==> config.mk <==
export PLATFORM = sky130hd
export DESIGN_NAME = conic_arc_polyline_subdivider_unit
export DESIGN_NICKNAME = d
export VERILOG_FILES = /design/src/rtl/core/caps_pkg.sv /design/src/rtl/core/conic_arc_polyline_subdivider_unit.sv
export SDC_FILE = /design/constraint.sdc
export NUM_CORES = 2
export LEC_CHECK = 0
export ABC_AREA = 1
export BUFFER_PORTS_ARGS = -buffer_cell sky130_fd_sc_hd__buf_4
export CORE_UTILIZATION = 39
export CTS_CLUSTER_DIAMETER = 60
export DETAILED_ROUTE_END_ITERATION = 10
export PLACE_DENSITY = 0.5
export SLEW_MARGIN = 20
export SYNTH_ARGS = -nofsm -noshare
export SYNTH_HDL_FRONTEND = slang
export SYNTH_SLANG_ARGS = --single-unit
==> constraint.sdc <==
create_clock -name clk -period 31.3 [get_ports clk]
set_clock_uncertainty 0.1 [all_clocks]
set_input_delay 6.26 -clock clk [delete_from_list [all_inputs] [get_ports clk]]
set_output_delay 6.26 -clock clk [all_outputs]
set_load 0.01 [all_outputs]
==> src/rtl/core/caps_pkg.sv <==
`timescale 1ns / 1ps
`default_nettype none

package caps_pkg;

  // Coordinate, matrix and level formats.
  localparam int COORD_W = 24;
  localparam int MAT_W   = 20;
  localparam int LVL_W   = 3;
  localparam int FAC_W   = 16;

  typedef logic signed [COORD_W-1:0] coord_t;
  typedef logic signed [MAT_W-1:0]   mat_t;
  typedef logic [LVL_W-1:0]          lvl_t;
  typedef logic [FAC_W-1:0]          factor_t;

  // Arc kinds select the row of the chord factor table.
  localparam logic KIND_QUARTER = 1'b0;
  localparam logic KIND_HALF    = 1'b1;

  // Sequencer states.
  typedef enum logic [2:0] {
    S_IDLE,
    S_EVAL,
    S_MUL,
    S_PUSH,
    S_DONE
  } state_t;

  // Steps of the multiply sequence for one axis.
  typedef enum logic [2:0] {
    MS_P0,
    MS_P1,
    MS_SUM,
    MS_FLO,
    MS_FHI,
    MS_ACC,
    MS_ADD
  } mstep_t;

  // Chord factors, 0.5*tan(angle/4) with 16 fraction bits. A half arc
  // starts one level earlier in the same halving sequence.
  function automatic factor_t chord_factor(input logic kind, input lvl_t lvl);
    factor_t q;
    case (lvl)
      3'd0:    q = 16'd13573;
      3'd1:    q = 16'd6518;
      3'd2:    q = 16'd3227;
      3'd3:    q = 16'd1610;
      3'd4:    q = 16'd804;
      default: q = 16'd402;
    endcase
    if (kind == KIND_HALF) begin
      case (lvl)
        3'd0:    q = 16'd32768;
        3'd1:    q = 16'd13573;
        3'd2:    q = 16'd6518;
        3'd3:    q = 16'd3227;
        3'd4:    q = 16'd1610;
        default: q = 16'd804;
      endcase
    end
    return q;
  endfunction

endpackage

`default_nettype wire

==> src/rtl/core/conic_arc_polyline_subdivider_unit.sv <==
`timescale 1ns / 1ps
`default_nettype none

// Channel  Direction  Ports                                         Contents
// in       slave      in_tvalid, in_tready, in_tdata, in_tuser      one arc per transfer
// out      master     out_tvalid, out_tready, out_tdata, out_tlast  one vertex per transfer
//
// An arc is walked depth-first: every bisection runs evaluate, two axes of
// seven steps on the shared 24x25 multiplier, and push; every leaf or empty
// segment is evaluated once; accept and the final vertex complete the arc.
// in_tready is high only while the sequencer is idle.
// Reset (rst_n low, synchronous) clears the sequencer and the output valid.
// A stalled output holds the sequencer only when a new vertex must go out.
module conic_arc_polyline_subdivider_unit
  import caps_pkg::*;
#(
  parameter int MAX_LEVELS = 5
) (
  input  wire logic         clk,
  input  wire logic         rst_n,
  input  wire logic         in_tvalid,
  output logic              in_tready,
  // start_x[23:0], start_y[47:24], end_x[71:48], end_y[95:72],
  // m_xx[115:96], m_xy[135:116], m_yx[155:136], m_yy[175:156]
  input  wire logic [175:0] in_tdata,
  // arc_kind[0]
  input  wire logic         in_tuser,
  output logic              out_tvalid,
  input  wire logic         out_tready,
  // vertex_x[23:0], vertex_y[47:24]
  output logic [47:0]       out_tdata,
  output logic              out_tlast
);

  localparam int SP_W  = $clog2(MAX_LEVELS + 1);
  localparam int IDX_W = (MAX_LEVELS > 1) ? $clog2(MAX_LEVELS) : 1;

  // Sequencer and stack pointer.
  state_t           state_r, state_nxt;
  mstep_t           st_r;
  logic             axis_r;
  logic [SP_W-1:0]  sp_r;
  logic [SP_W-1:0]  sp_dec;

  // Arc inputs held for the whole arc.
  coord_t           e0x_r, e0y_r;
  mat_t             mxx_r, mxy_r, myx_r, myy_r;
  logic             kind_r;

  // Current segment and the stack of right halves still to visit.
  coord_t           cur_sx_r, cur_sy_r, cur_ex_r, cur_ey_r;
  lvl_t             cur_lv_r;
  coord_t           stk_sx_r [MAX_LEVELS];
  coord_t           stk_sy_r [MAX_LEVELS];
  coord_t           stk_ex_r [MAX_LEVELS];
  coord_t           stk_ey_r [MAX_LEVELS];
  lvl_t             stk_lv_r [MAX_LEVELS];

  // Bisection datapath.
  logic signed [24:0] vx, vy;
  logic signed [24:0] vx_r, vy_r;
  coord_t           pmx_r, pmy_r, pbx_r, pby_r;
  logic signed [23:0] mul_a;
  logic signed [24:0] mul_b;
  logic signed [48:0] prod_r;
  logic signed [45:0] acc_r;
  logic [55:0]      tsum_r;
  factor_t          factor;
  mat_t             m0, m1;

  // Pending vertex and output register.
  coord_t           pend_x_r, pend_y_r;
  logic             pend_vld_r;
  logic             out_valid_r;
  coord_t           out_x_r, out_y_r;
  logic             out_last_r;

  // Control strobes.
  logic             slot_free, seg_zero, seg_leaf;
  logic             ld_in, set_pend, emit_pend, do_pop, start_mul, do_push, ld_final;

  assign slot_free = !out_valid_r || out_tready;
  assign seg_zero  = (cur_sx_r == cur_ex_r) && (cur_sy_r == cur_ey_r);
  assign seg_leaf  = !seg_zero && (cur_lv_r >= LVL_W'(MAX_LEVELS));
  assign sp_dec    = sp_r - SP_W'(1);

  assign vx = {cur_ex_r[23], cur_ex_r} - {cur_sx_r[23], cur_sx_r};
  assign vy = {cur_ey_r[23], cur_ey_r} - {cur_sy_r[23], cur_sy_r};

  assign in_tready  = (state_r == S_IDLE);
  assign out_tvalid = out_valid_r;
  assign out_tdata  = {out_y_r, out_x_r};
  assign out_tlast  = out_last_r;

  // Next state and strobes.
  always_comb begin
    state_nxt = state_r;
    ld_in     = 1'b0;
    set_pend  = 1'b0;
    emit_pend = 1'b0;
    do_pop    = 1'b0;
    start_mul = 1'b0;
    do_push   = 1'b0;
    ld_final  = 1'b0;
    unique case (state_r)
      S_IDLE: begin
        if (in_tvalid) begin
          ld_in     = 1'b1;
          state_nxt = S_EVAL;
        end
      end
      S_EVAL: begin
        if (seg_zero || seg_leaf) begin
          if (!(seg_leaf && pend_vld_r && !slot_free)) begin
            set_pend  = seg_leaf;
            emit_pend = seg_leaf && pend_vld_r;
            if (sp_r != '0) begin
              do_pop = 1'b1;
            end else begin
              state_nxt = S_DONE;
            end
          end
        end else begin
          start_mul = 1'b1;
          state_nxt = S_MUL;
        end
      end
      S_MUL: begin
        if (st_r == MS_ADD && axis_r) begin
          state_nxt = S_PUSH;
        end
      end
      S_PUSH: begin
        do_push   = 1'b1;
        state_nxt = S_EVAL;
      end
      S_DONE: begin
        if (slot_free) begin
          ld_final  = 1'b1;
          state_nxt = S_IDLE;
        end
      end
      default: state_nxt = S_IDLE;
    endcase
  end

  always_ff @(posedge clk) begin
    if (!rst_n) begin
      state_r <= S_IDLE;
    end else begin
      state_r <= state_nxt;
    end
  end

  // Control registers: stack pointer, multiply step, pending flag.
  always_ff @(posedge clk) begin
    if (!rst_n) begin
      sp_r       <= '0;
      st_r       <= MS_P0;
      axis_r     <= 1'b0;
      pend_vld_r <= 1'b0;
    end else begin
      if (ld_in) begin
        sp_r       <= '0;
        pend_vld_r <= 1'b0;
      end else if (do_pop) begin
        sp_r <= sp_dec;
      end else if (do_push) begin
        sp_r <= sp_r + SP_W'(1);
      end
      if (set_pend) begin
        pend_vld_r <= 1'b1;
      end
      if (start_mul) begin
        st_r   <= MS_P0;
        axis_r <= 1'b0;
      end else if (state_r == S_MUL) begin
        if (st_r == MS_ADD) begin
          st_r   <= MS_P0;
          axis_r <= 1'b1;
        end else begin
          st_r <= mstep_t'(st_r + 3'd1);
        end
      end
    end
  end

  // Shared multiplier operand selection.
  assign m0     = axis_r ? myx_r : mxx_r;
  assign m1     = axis_r ? myy_r : mxy_r;
  assign factor = chord_factor(kind_r, cur_lv_r);

  always_comb begin
    mul_a = '0;
    mul_b = '0;
    case (st_r)
      MS_P0: begin
        mul_a = {{4{m0[19]}}, m0};
        mul_b = vx_r;
      end
      MS_P1: begin
        mul_a = {{4{m1[19]}}, m1};
        mul_b = vy_r;
      end
      MS_FLO: begin
        mul_a = {1'b0, acc_r[22:0]};
        mul_b = {9'd0, factor};
      end
      MS_FHI: begin
        mul_a = {acc_r[45], acc_r[45:23]};
        mul_b = {9'd0, factor};
      end
      default: begin
        mul_a = '0;
        mul_b = '0;
      end
    endcase
  end

  // Multiply, accumulate and bisection point.
  always_ff @(posedge clk) begin
    prod_r <= mul_a * mul_b;
    if (start_mul) begin
      vx_r  <= vx;
      vy_r  <= vy;
      pmx_r <= cur_sx_r + vx[24:1];
      pmy_r <= cur_sy_r + vy[24:1];
    end
    if (state_r == S_MUL) begin
      case (st_r)
        MS_P1:  acc_r  <= prod_r[45:0];
        MS_SUM: acc_r  <= acc_r + prod_r[45:0];
        MS_FHI: tsum_r <= {16'd0, prod_r[39:0]} + 56'h0000_0080_000000;
        MS_ACC: tsum_r <= tsum_r + {prod_r[32:0], 23'd0};
        MS_ADD: begin
          if (axis_r) begin
            pby_r <= pmy_r + tsum_r[55:32];
          end else begin
            pbx_r <= pmx_r + tsum_r[55:32];
          end
        end
        default: begin
        end
      endcase
    end
  end

  // Current segment, stack and pending vertex.
  always_ff @(posedge clk) begin
    if (ld_in) begin
      cur_sx_r <= in_tdata[23:0];
      cur_sy_r <= in_tdata[47:24];
      cur_ex_r <= in_tdata[71:48];
      cur_ey_r <= in_tdata[95:72];
      cur_lv_r <= '0;
      e0x_r    <= in_tdata[71:48];
      e0y_r    <= in_tdata[95:72];
      mxx_r    <= in_tdata[115:96];
      mxy_r    <= in_tdata[135:116];
      myx_r    <= in_tdata[155:136];
      myy_r    <= in_tdata[175:156];
      kind_r   <= in_tuser;
    end else if (do_pop) begin
      cur_sx_r <= stk_sx_r[sp_dec[IDX_W-1:0]];
      cur_sy_r <= stk_sy_r[sp_dec[IDX_W-1:0]];
      cur_ex_r <= stk_ex_r[sp_dec[IDX_W-1:0]];
      cur_ey_r <= stk_ey_r[sp_dec[IDX_W-1:0]];
      cur_lv_r <= stk_lv_r[sp_dec[IDX_W-1:0]];
    end else if (do_push) begin
      // Keep the left half as current; save the right half.
      cur_ex_r <= pbx_r;
      cur_ey_r <= pby_r;
      cur_lv_r <= cur_lv_r + LVL_W'(1);
      stk_sx_r[sp_r[IDX_W-1:0]] <= pbx_r;
      stk_sy_r[sp_r[IDX_W-1:0]] <= pby_r;
      stk_ex_r[sp_r[IDX_W-1:0]] <= cur_ex_r;
      stk_ey_r[sp_r[IDX_W-1:0]] <= cur_ey_r;
      stk_lv_r[sp_r[IDX_W-1:0]] <= cur_lv_r + LVL_W'(1);
    end
    if (set_pend) begin
      pend_x_r <= cur_ex_r;
      pend_y_r <= cur_ey_r;
    end
  end

  // Output register: one vertex is held back until the next is known.
  always_ff @(posedge clk) begin
    if (!rst_n) begin
      out_valid_r <= 1'b0;
    end else if (emit_pend || ld_final) begin
      out_valid_r <= 1'b1;
    end else if (out_tready) begin
      out_valid_r <= 1'b0;
    end
  end

  always_ff @(posedge clk) begin
    if (emit_pend || ld_final) begin
      out_x_r    <= (ld_final && !pend_vld_r) ? e0x_r : pend_x_r;
      out_y_r    <= (ld_final && !pend_vld_r) ? e0y_r : pend_y_r;
      out_last_r <= ld_final;
    end
  end

  // Checks on the sequencer.
  a_sp_bound: assert property (@(posedge clk) disable iff (!rst_n)
    sp_r <= SP_W'(MAX_LEVELS))
    else $error("segment stack pointer beyond depth");

  a_push_room: assert property (@(posedge clk) disable iff (!rst_n)
    (state_r == S_PUSH) |-> (sp_r < SP_W'(MAX_LEVELS)))
    else $error("push into a full segment stack");

  a_mul_level: assert property (@(posedge clk) disable iff (!rst_n)
    (state_r == S_MUL) |-> (cur_lv_r < LVL_W'(MAX_LEVELS)))
    else $error("bisection at the maximum level");

  a_accept_eval: assert property (@(posedge clk) disable iff (!rst_n)
    (in_tvalid && in_tready) |=> (state_r == S_EVAL && sp_r == '0 && !pend_vld_r))
    else $error("arc accepted without a fresh traversal");

  a_final_last: assert property (@(posedge clk) disable iff (!rst_n)
    ld_final |=> (out_tvalid && out_tlast && state_r == S_IDLE))
    else $error("final vertex not marked last");

endmodule

`default_nettype wire

==> flow_summary.json <==
{
  "fin_area_um2": 84900,
  "clock-sinks": 1103,
  "critPathKind": "flop to flop",
  "ys_warn_count": 0,
  "cts-htree-levels": 4,
  "grt_antenna_before_repair": 9,
  "drc": 0,
  "yosysMostFrequentCell": "nand2_1",
  "tns_ns": 0,
  "synth_top_area_share_pct": 41.3,
  "slew_headroom_pct": 25.5,
  "worst_pin_slew_ns": 1.11,
  "synth_area_um2": 75700,
  "yosys.area.top_type": "edfxtp_1",
  "synthCells": 7806,
  "synth.avg_cell_area_um2": 9.70,
  "track_usage_pct": 25.9,
  "cap_violations": 0,
  "synth.area.top_cells": "edfxtp_1 (41%), fa_1 (16%), nand2_1 (7.8%), ha_1 (5.9%), inv_1 (5.7%)",
  "crit_slowest_cell": "dfxtp_1",
  "reg2regPathDepth": 30,
  "cp_slowest_stage_delay_ns": 0.62,
  "syn-num-nets": 8955,
  "grt_max_degree": 74,
  "gr-total-overflow": 0,
  "hp-start": "state_r[0]$_SDFFE_PN0P_",
  "crit_required_ns": 31.90,
  "cp-start-kind": "flop",
  "clk_pin_slew_ns": 0.06,
  "wire_per_inst_um": 23.6,
  "ctsHoldBuffers": 0,
  "drv_slew": 0,
  "routed_wl_um": 252000,
  "path_common_cell": "fa_1",
  "final_layout_size_suffix_gt1_share_pct": 8.59,
  "io_pins": 232,
  "ant_nets": 0,
  "place_congestion": 0.946,
  "die_w_um": 443,
  "area_growth_pct": 12.1,
  "design.die.area_um2": 196000,
  "hold_viol": 0,
  "port-buffer-count": 231,
  "ys.flop_type": "edfxtp_1",
  "synthTopCellsByCount": "nand2_1 (1,566), inv_1 (1,152), edfxtp_1 (1,042), nor2_1 (828), fa_1 (608)",
  "rr_endpoint": "prod_r[32]$_DFF_P_",
  "setup_viol": 0,
  "end_kind": "flop",
  "root_buffer": "clkbuf_16",
  "rrSetupSlack_ns": 22.08,
  "dieHeight_um": 443,
  "ys_types": 65,
  "fin_crit_sh_pct": 29.4,
  "cts_buffers": 139,
  "hold_end": "state_r[0]$_SDFFE_PN0P_",
  "drt_iter0_markers": 4464,
  "cts_tree": "yes",
  "core_region_area_um2": 193000,
  "num_rows": 161,
  "met3WireLength_um": 14500,
  "cts_resized": 0,
  "fmax_mhz": 109,
  "yosysSeqAreaShare_pct": 42.9,
  "clkLatencyLatePin_ns": 0.82,
  "cp_max_fo": 22,
  "crit_arrival_ns": 9.82,
  "synth-edff-count": 1042,
  "num_vias": 56400,
  "ys_ff_latch": 1103,
  "grt_pass1_vias": 56700,
  "met1_length_um": 119000,
  "cts_setup_buffers": 0,
  "first_pass_iters": 6,
  "status": "finished, final reports clean",
  "whs_path_depth": 2,
  "r2r_start": "st_r[1]$_SDFFE_PP0P_",
  "hold_class": "flop to flop",
  "cts_max_path_buffers": 3,
  "place_area_um2": 80300,
  "wl_met2_um": 114000,
  "period_needed_ns": 9.22,
  "dp.final_hpwl_um": 194000,
  "async_flop_share_pct": 0,
  "grt_pass1_wl_um": 377000,
  "rsz0062_at_grt": "false",
  "topRoutingLayerUsed": "met4",
  "vias_per_cell": 5.29,
  "final_nets": 9178,
  "start_util_pct": 39.3
}
[sequential cells by signal, summed over array words and instances (netlist names), 25 cells and up]
| name | flops |
|---|---|
| stk_ex_r | 120 |
| stk_ey_r | 120 |
| stk_sx_r | 120 |
| stk_sy_r | 120 |
| acc_r | 46 |
| prod_r | 46 |
| tsum_r | 33 |
| vx_r | 25 |
| vy_r | 25 |
[area by class of cell]
| class | count | area [um^2] |
|---|---|---|
| Clock inverter | 75 | 860 |
| Inverter | 1194 | 4510 |
| Timing Repair Buffer | 319 | 2390 |
| Fill cell | 18600 | 108000 |
| Sequential cell | 1103 | 32500 |
| Tap cell | 2526 | 3160 |
| Antenna cell | 1 | 2.50 |
| Multi-Input combinational cell | 5272 | 37700 |
| Clock buffer | 176 | 3700 |
[worst max-delay path by stage]
| stage | from | end | slack (ns) | cells after the start |
|---|---|---|---|---|
| 3_3_place_gp | in_tvalid | mxy_r[8]$_DFFE_PP_ | 21.87 | 6 |
| 6_report | st_r[1]$_SDFFE_PP0P_ | prod_r[32]$_DFF_P_ | 22.08 | 30 |
| 5_1_grt | st_r[1]$_SDFFE_PP0P_ | prod_r[32]$_DFF_P_ | 21.68 | 30 |
| 2_1_floorplan | state_r[0]$_SDFFE_PN0P_ | stk_ex_r[4][0]$_DFFE_PP_ | 19.73 | 4 |
| 3_5_place_dp | in_tvalid | myy_r[8]$_DFFE_PP_ | 21.79 | 6 |
| 4_1_cts | st_r[1]$_SDFFE_PP0P_ | prod_r[43]$_DFF_P_ | 22.21 | 25 |
[per-layer routing]
metal,up-vias,GRT usage (%)
li1,26100,-
met1,28300,38.2
met2,1695,40.4
met3,238,3.46
met4,0,5.74
met5,-,0
[placed cells by master, fill, tap and decap left out, types with 55 or more instances in the layout]
| master | n |
|---|---|
| a21oi_1 | 347 |
| a31oi_1 | 59 |
| buf_4 | 319 |
| clkbuf_16 | 143 |
| dfxtp_1 | 59 |
| edfxtp_1 | 1042 |
| fa_1 | 608 |
| ha_1 | 358 |
| inv_1 | 1148 |
| nand2_1 | 1562 |
| nand3_1 | 237 |
| nor2_1 | 822 |
| o21ai_0 | 520 |
| o221ai_1 | 55 |
| xnor2_1 | 76 |
| xor2_1 | 133 |
[through the flow]
| step | hold WS, ns | setup WS, ns | instances | utilization, % |
|---|---|---|---|---|
| floorplan | 0.384 | 19.73 | 7806 | - |
| global placement | 0.400 | 21.87 | 10400 | 41.7 |
| CTS | 0.424 | 22.21 | 10700 | 44.0 |
| detailed placement | 0.412 | 21.79 | 10400 | 41.7 |
| finish | 0.422 | 22.08 | 10700 | 44.0 |
| global route | 0.453 | 21.68 | 10700 | 44.0 |
[worst max-delay path: cells and delay by family, from the launching register on]
kind                     cells  cell delay [ns]
AND/OR/NAND/NOR             12             2.47
AO/OA/AOI/OAI                2             0.55
buffers and inverters        7             1.39
adder cells (fa/ha/maj)      8             3.74
flip-flops                   1             0.62
XOR/XNOR                     1             0.19
[kinds of logic (layout without fill, tap and decap cells)]
| group | after synthesis | after routing | share of synthesized area [%] |
|---|---|---|---|
| compound gates | 1237 | 1237 | 9.51 |
| xor+xnor | 209 | 209 | 2.42 |
| fa+ha+maj | 968 | 968 | 22.0 |
| buf+inv | 1431 | 1764 | 7.42 |
| flops | 1103 | 1103 | 42.9 |
| mux | 49 | 49 | 0.727 |
| other cells | 0 | 1 | 0 |
| simple gates | 2809 | 2809 | 15.0 |
Power is left out: the tool's default activity adds up to more than one toggle a clock period on the data nets, which glitch-free logic cannot reach.
